==> config.mk <==
export PLATFORM = sky130hd
export DESIGN_NAME = binary_stl_triangle_deframer
export DESIGN_NICKNAME = d
export VERILOG_FILES = /design/src/bstl_pkg.sv /design/src/bstl_fstat.sv /design/src/binary_stl_triangle_deframer.sv
export SDC_FILE = /design/constraint.sdc
export NUM_CORES = 1
export LEC_CHECK = 0
export BUFFER_PORTS_ARGS = -buffer_cell sky130_fd_sc_hd__buf_4
export CORE_MARGIN = 1
export CORE_UTILIZATION = 55
export DETAILED_ROUTE_END_ITERATION = 7
export PLACE_DENSITY_LB_ADDON = 0.3
export SYNTH_ARGS = -nofsm -noshare
export SYNTH_HDL_FRONTEND = slang
export SYNTH_SLANG_ARGS = --single-unit
export TNS_END_PERCENT = 1
==> constraint.sdc <==
create_clock -name clk -period 13.6 [get_ports clk]
set_input_delay 0 -clock clk [delete_from_list [all_inputs] [get_ports clk]]
set_output_delay 0 -clock clk [all_outputs]
set_load 0.01 [all_outputs]
==> src/bstl_pkg.sv <==
// shared constants, types and float compare helpers for the binary stl deframer
// no dependencies
package bstl_pkg;

  localparam int unsigned HdrBytes      = 80;
  localparam int unsigned DataStart     = 84;
  localparam int unsigned LastRecByte   = 49;
  localparam int unsigned LastVecByte   = 11;
  localparam int unsigned VecPerRec     = 4;
  localparam logic [31:0] FloatZero     = 32'h0000_0000;
  localparam logic [31:0] FloatMinInit  = 32'h47C3_4FFF;

  typedef struct packed {
    logic [31:0] max_bits;
    logic [31:0] min_bits;
    logic        neg;
  } stats_t;

  function automatic logic f_is_nan(input logic [31:0] a);
    f_is_nan = (a[30:23] == 8'hFF) && (a[22:0] != 23'd0);
  endfunction

  // ieee single a < b, false on nan, +0 == -0
  function automatic logic f_lt(input logic [31:0] a, input logic [31:0] b);
    logic r;
    r = 1'b0;
    if (f_is_nan(a) || f_is_nan(b)) begin
      r = 1'b0;
    end else if ((a[30:0] == 31'd0) && (b[30:0] == 31'd0)) begin
      r = 1'b0;
    end else if (a[31] != b[31]) begin
      r = a[31];
    end else if (!a[31]) begin
      r = a[30:0] < b[30:0];
    end else begin
      r = a[30:0] > b[30:0];
    end
    f_lt = r;
  endfunction

endpackage

==> src/bstl_fstat.sv <==
// running max, min and negative flag folded over the three coordinates of a vector
// depends on bstl_pkg
module bstl_fstat (
  input  bstl_pkg::stats_t cur,
  input  logic [31:0]      x_bits,
  input  logic [31:0]      y_bits,
  input  logic [31:0]      z_bits,
  output bstl_pkg::stats_t nxt
);

  bstl_pkg::stats_t s1;
  bstl_pkg::stats_t s2;

  function automatic bstl_pkg::stats_t fold(input bstl_pkg::stats_t s, input logic [31:0] v);
    bstl_pkg::stats_t r;
    r = s;
    if (bstl_pkg::f_lt(v, bstl_pkg::FloatZero)) r.neg = 1'b1;
    if (bstl_pkg::f_lt(s.max_bits, v)) r.max_bits = v;
    if (bstl_pkg::f_lt(v, s.min_bits)) r.min_bits = v;
    fold = r;
  endfunction

  always_comb begin
    s1  = fold(cur, x_bits);
    s2  = fold(s1, y_bits);
    nxt = fold(s2, z_bits);
  end

endmodule

==> src/binary_stl_triangle_deframer.sv <==
// binary stl deframer top level: header skip, count capture, vector assembly, stats
// depends on bstl_pkg and bstl_fstat
//
// usage
// - input channel: one file byte per transaction on in_data_byte; in_file_start
//   marks byte 0 of a new file and restarts the parse and the statistics
// - bytes 0..79 are skipped, bytes 80..83 form the little-endian triangle count
// - then 50-byte records: four 12-byte vectors (normal, v0, v1, v2) and two
//   attribute bytes that are dropped
// - output channel: one transaction per completed vector with x, y, z bits,
//   triangle index, declared count and running max, min and negative flag
// - latency: result valid the cycle after the last byte of a vector is taken
// - throughput: one byte per cycle unless a held result is stalled; all
//   per-byte work sits between the accepted byte and the result register
// - while a held result is stalled the input is stalled too; once the result
//   is taken a new byte is accepted in the same cycle
// - reset (rst_n low, synchronous) clears all parse state and the output
//   valid; the first byte after reset counts as byte 0
module binary_stl_triangle_deframer (
  input  logic        clk,
  input  logic        rst_n,
  input  logic        in_valid,
  output logic        in_stall,
  input  logic [7:0]  in_data_byte,
  input  logic        in_file_start,
  output logic        out_valid,
  input  logic        out_stall,
  output logic [1:0]  out_vector_kind,
  output logic [31:0] out_x_bits,
  output logic [31:0] out_y_bits,
  output logic [31:0] out_z_bits,
  output logic [31:0] out_triangle_number,
  output logic [31:0] out_declared_count,
  output logic [31:0] out_max_so_far,
  output logic [31:0] out_min_so_far,
  output logic        out_saw_negative
);

  logic [6:0]        hdr_r, hdr_nxt, hdr_c;
  logic [31:0]       cnt_r, cnt_nxt, cnt_c;
  logic [5:0]        rec_r, rec_nxt, rec_c;
  logic [2:0]        slot_r, slot_nxt, slot_c;
  logic [31:0]       w_r [3];
  logic [31:0]       w_nxt [3];
  logic [31:0]       w_c [3];
  logic [31:0]       tri_r, tri_nxt, tri_c;
  bstl_pkg::stats_t  st_r, st_nxt, st_c, st_fold;
  logic              ov_r;
  logic [1:0]        kind_r;
  logic [31:0]       ox_r, oy_r, oz_r, otri_r, ocnt_r;
  bstl_pkg::stats_t  ost_r;
  logic              accept, emit;
  logic [3:0]        lane;
  logic [31:0]       wa [3];
  bstl_pkg::stats_t  st_init;

  assign st_init = '{max_bits: bstl_pkg::FloatZero, min_bits: bstl_pkg::FloatMinInit,
                     neg: 1'b0};

  assign in_stall = ov_r && out_stall;
  assign accept   = in_valid && !in_stall;

  always_comb begin
    hdr_c  = in_file_start ? 7'd0  : hdr_r;
    cnt_c  = in_file_start ? 32'd0 : cnt_r;
    rec_c  = in_file_start ? 6'd0  : rec_r;
    slot_c = in_file_start ? 3'd0  : slot_r;
    tri_c  = in_file_start ? 32'd0 : tri_r;
    st_c   = in_file_start ? st_init : st_r;
    for (int i = 0; i < 3; i++) w_c[i] = in_file_start ? 32'd0 : w_r[i];
  end

  always_comb begin
    if (rec_c < 6'd12)      lane = rec_c[3:0];
    else if (rec_c < 6'd24) lane = 4'(rec_c - 6'd12);
    else if (rec_c < 6'd36) lane = 4'(rec_c - 6'd24);
    else                    lane = 4'(rec_c - 6'd36);
  end

  always_comb begin
    for (int i = 0; i < 3; i++) begin
      wa[i] = w_c[i];
      if (lane[3:2] == 2'(i)) begin
        case (lane[1:0])
          2'd0:    wa[i][7:0]   = in_data_byte;
          2'd1:    wa[i][15:8]  = in_data_byte;
          2'd2:    wa[i][23:16] = in_data_byte;
          default: wa[i][31:24] = in_data_byte;
        endcase
      end
    end
  end

  bstl_fstat u_fstat (
    .cur    (st_c),
    .x_bits (wa[0]),
    .y_bits (wa[1]),
    .z_bits (wa[2]),
    .nxt    (st_fold)
  );

  always_comb begin
    hdr_nxt  = hdr_c;
    cnt_nxt  = cnt_c;
    rec_nxt  = rec_c;
    slot_nxt = slot_c;
    tri_nxt  = tri_c;
    st_nxt   = st_c;
    emit     = 1'b0;
    for (int i = 0; i < 3; i++) w_nxt[i] = w_c[i];
    if (hdr_c < 7'(bstl_pkg::DataStart)) begin
      hdr_nxt = hdr_c + 7'd1;
      if (hdr_c >= 7'(bstl_pkg::HdrBytes)) begin
        case (hdr_c[1:0])
          2'd0:    cnt_nxt[7:0]   = cnt_c[7:0]   | in_data_byte;
          2'd1:    cnt_nxt[15:8]  = cnt_c[15:8]  | in_data_byte;
          2'd2:    cnt_nxt[23:16] = cnt_c[23:16] | in_data_byte;
          default: cnt_nxt[31:24] = cnt_c[31:24] | in_data_byte;
        endcase
      end
    end else begin
      if (rec_c >= 6'(bstl_pkg::LastRecByte)) begin
        rec_nxt  = 6'd0;
        tri_nxt  = tri_c + 32'd1;
        slot_nxt = 3'd0;
      end else begin
        rec_nxt = rec_c + 6'd1;
        if (slot_c < 3'(bstl_pkg::VecPerRec)) begin
          for (int i = 0; i < 3; i++) w_nxt[i] = wa[i];
          if (lane == 4'(bstl_pkg::LastVecByte)) begin
            emit     = 1'b1;
            st_nxt   = st_fold;
            slot_nxt = slot_c + 3'd1;
            for (int i = 0; i < 3; i++) w_nxt[i] = 32'd0;
          end
        end
      end
    end
  end

  always_ff @(posedge clk) begin
    if (!rst_n) begin
      hdr_r  <= 7'd0;
      cnt_r  <= 32'd0;
      rec_r  <= 6'd0;
      slot_r <= 3'd0;
      tri_r  <= 32'd0;
      st_r   <= st_init;
      ov_r   <= 1'b0;
      for (int i = 0; i < 3; i++) w_r[i] <= 32'd0;
    end else begin
      if (accept) begin
        hdr_r  <= hdr_nxt;
        cnt_r  <= cnt_nxt;
        rec_r  <= rec_nxt;
        slot_r <= slot_nxt;
        tri_r  <= tri_nxt;
        st_r   <= st_nxt;
        for (int i = 0; i < 3; i++) w_r[i] <= w_nxt[i];
      end
      if (accept) begin
        ov_r <= emit;
      end else if (!out_stall) begin
        ov_r <= 1'b0;
      end
    end
  end

  always_ff @(posedge clk) begin
    if (accept && emit) begin
      kind_r <= slot_c[1:0];
      ox_r   <= wa[0];
      oy_r   <= wa[1];
      oz_r   <= wa[2];
      otri_r <= tri_c;
      ocnt_r <= cnt_c;
      ost_r  <= st_fold;
    end
  end

  assign out_valid           = ov_r;
  assign out_vector_kind     = kind_r;
  assign out_x_bits          = ox_r;
  assign out_y_bits          = oy_r;
  assign out_z_bits          = oz_r;
  assign out_triangle_number = otri_r;
  assign out_declared_count  = ocnt_r;
  assign out_max_so_far      = ost_r.max_bits;
  assign out_min_so_far      = ost_r.min_bits;
  assign out_saw_negative    = ost_r.neg;

`ifndef SYNTHESIS
  a_out_after_hdr: assert property (@(posedge clk) disable iff (!rst_n)
    out_valid |-> hdr_r == 7'(bstl_pkg::DataStart))
    else $error("result before header done");
  a_rec_range: assert property (@(posedge clk) disable iff (!rst_n)
    rec_r <= 6'(bstl_pkg::LastRecByte))
    else $error("record offset out of range");
  a_slot_range: assert property (@(posedge clk) disable iff (!rst_n)
    slot_r <= 3'(bstl_pkg::VecPerRec))
    else $error("vector slot out of range");
  a_last_vec: assert property (@(posedge clk) disable iff (!rst_n)
    (accept && emit && slot_c == 3'd3) |=> slot_r == 3'(bstl_pkg::VecPerRec))
    else $error("slot not advanced after last vector");
`endif

endmodule

==> impl_metrics.json <==
{
  "tns_ns": 0,
  "crit_path_max_fanout": 28,
  "cp-startpoint": "rec_r[2]$_SDFFE_PN0P_",
  "synthesis.area_mm2": 0.0280,
  "p_leak_nw": 13.0,
  "relSlewSlack_pct": 13.5,
  "ir_drop_mv": 0.127,
  "ys_ff_latch": 469,
  "crit_path_start_kind": "flip-flop",
  "cts.path.max_buffers": 3,
  "ys_warn_count": 0,
  "grt_pass1_vias": 22900,
  "vias": 24000,
  "layout_commonest_cell": "edfxtp_1",
  "grt_antenna_before_repair": 2,
  "drive_gt1_share_pct": 20.0,
  "setup_viol": 0,
  "cp_data_arrival_time_ns": 13.50,
  "power.density_mw_per_mm2": 110,
  "cpMostUsedCell": "o21a_1",
  "dieWidth_um": 228,
  "worstMarginPinSlew_ns": 1.28,
  "timing.hold.ws_ns": 0.0632,
  "first_pass_iters": 5,
  "track_usage_pct": 38.9,
  "rsz0062_at_grt": "no",
  "clk_pin_slew_ns": 0.06,
  "cts_tree": "done",
  "die_h_um": 228,
  "post_cts_buffers": 0,
  "clkSinkCount": 469,
  "rows": 82,
  "post-route-period-util_pct": 95.5,
  "ant_nets": 0,
  "finalHoldViolations": 0,
  "fillers": 3918,
  "fmax_mhz": 77.0,
  "synth_edf_count": 323,
  "final_cell_mix": "edfxtp_1, buf_4, nor2b_1",
  "drt_first_iter_violations": 2661,
  "synth_area_leaders": "edfxtp_1, dfxtp_1, ha_1, mux2_2, nor2b_1",
  "wl_per_cell_um": 28.2,
  "path_class": "reg2reg",
  "slowest_delay_ns": 0.53,
  "syn_area_per_cell_um2": 10.2,
  "cts_htree_levels": 2,
  "syn_inst": 2737,
  "min_from": "in_valid",
  "period_needed_ns": 12.98,
  "n_antenna_cell": 0,
  "ys.flop_type": "edfxtp_1",
  "skew_ns": 0.0251,
  "fin_nets": 3116,
  "crit_path_end_kind": "flip-flop",
  "hold_class": "in2reg",
  "seqCellArea_mm2": 0.0126,
  "syn_nets": 2925,
  "cts_buffers": 51,
  "initial_core_util_pct": 55.8,
  "dieArea_mm2": 0.0518,
  "viasPerCell": 6.58,
  "gp_congestion": 1.04,
  "yosys.area.top_type_share_pct": 34.6,
  "slew_violations": 0,
  "syn2layout_area_growth_pct": 15.7,
  "port_buffers": 241,
  "gr-total-overflow": 0,
  "synthArstFlopShare_pct": 0,
  "grt_pass1_wl_mm": 147,
  "multi_input_area_mm2": 0.0143,
  "grt_max_degree": 135,
  "ios": 242,
  "clockRootBuffer": "clkbuf_16",
  "core_area_mm2": 0.0502,
  "synthDistinctLibCells": 92,
  "critical_path_required_ns": 14.11,
  "drc": 0,
  "regToRegStartpoint": "rec_r[2]$_SDFFE_PN0P_",
  "clkLatencyLatePin_ns": 0.62,
  "hpwl_mm": 74.6,
  "wl_mm": 103,
  "yosys.area.top_type": "edfxtp_1",
  "seq_area_frac_synth_pct": 45.1,
  "critical_path.slowest_cell": "dfxtp_1",
  "drv_cap": 0,
  "status": "finished, final reports clean"
}
worst max-delay path: cells and delay by family, from the launching register on:
family | cells | cell delay, ns
compound gates | 34 | 7.16
fa+ha+maj | 5 | 1.62
flops | 1 | 0.53
buf+inv | 2 | 0.56
simple gates | 11 | 1.78
mux | 3 | 1.16
cell usage after synthesis (17+ instances only):
cell type and count:
a22oi_1 119, edfxtp_1 323, nor3_1 20, nand2_1 169, o21ai_0 168, inv_1 126
clkbuf_1 137, a21boi_0 17, mux2_2 165, nand2b_1 23, a21o_1 53, a22o_1 71
o221ai_1 17, nand4_1 66, a21oi_1 84, o21a_1 22, and2_1 18, nor2b_1 216
o22a_1 20, nand3_1 46, dfxtp_1 146, ha_1 175, mux2i_1 68, and3_1 26
nor2_1 200, nor4_1 35
repair_timing:
action                                  CTS  global route
endpoints found under the setup margin    0            54
hold buffers                             11             0
hold endpoints to repair                 80             0
gates resized for setup                   0             7
report_power, final:
part | switching, mW | total (mW) | internal (mW) | leakage (nW)
registers | 0.00633 | 1.55 | 1.54 | 4.34
clock network | 0.602 | 1.47 | 0.865 | 0.870
logic | 0.350 | 0.552 | 0.202 | 7.82
metal layers:
layer	vias to the layer above	part of all wire, %	GRT usage [%]
met3	353	7.7	6.07
met4	0	7.8	28.2
met2	1393	48	64.6
met1	11700	37	46.0
li1	10600	-	-
met5	-	0	0
cell families after synthesis:
kind of cell	after synthesis	synth area share [%]
muxes	234	9.11
AOI/OAI and AO/OA	671	17.0
adders and majority gates	180	8.00
xor gates and xnor gates	17	0.532
buffers and inverters	299	4.22
and+or+nand+nor	867	16.1
DFF	469	45.1
cell type report:
cell class / count / share of cell area (%)
Inverter: 133 / 1.54
Timing Repair Buffer: 304 / 7.33
Clock inverter: 27 / 1.06
Tap cell: 672 / 2.60
Sequential cell: 469 / 39.0
Clock buffer: 68 / 4.45
Multi-Input combinational cell: 1969 / 44.1
state kept, by name (all words and copies together), names as in the netlist, 7 cells and up:
| name | flops |
|---|---|
| out_y_bits | 32 |
| out_z_bits | 32 |
| out_triangle_number | 32 |
| w_r | 96 |
| out_declared_count | 32 |
| hdr_r | 7 |
| st_r | 65 |
| cnt_r | 32 |
| out_max_so_far | 32 |
| out_min_so_far | 32 |
| tri_r | 32 |
| out_x_bits | 32 |
worst paths after layout:
check,endpoint,slack [ns],depth (start not counted)
max,st_r[45]$_SDFFE_PN0P_,0.62,55
min,slot_r[0]$_SDFFE_PN0P_,0.06,5
min reg2reg,slot_r[0]$_SDFFE_PN0P_,0.44,1
max reg2reg,st_r[45]$_SDFFE_PN0P_,0.62,55
through the flow:
stage	worst slack, ns	std cells	power [mW]	util, %	area, µm²
after floorplan	0.254	2737	1.94	-	28000
after global placement	0.716	3536	2.10	60.7	30500
after detailed placement	0.396	3536	2.10	60.7	30500
after CTS	0.285	3642	3.56	64.5	32400
after global routing	0.126	3642	3.65	64.6	32400
final	0.615	3642	3.57	64.6	32400
Power figures use the tool's default switching activity.
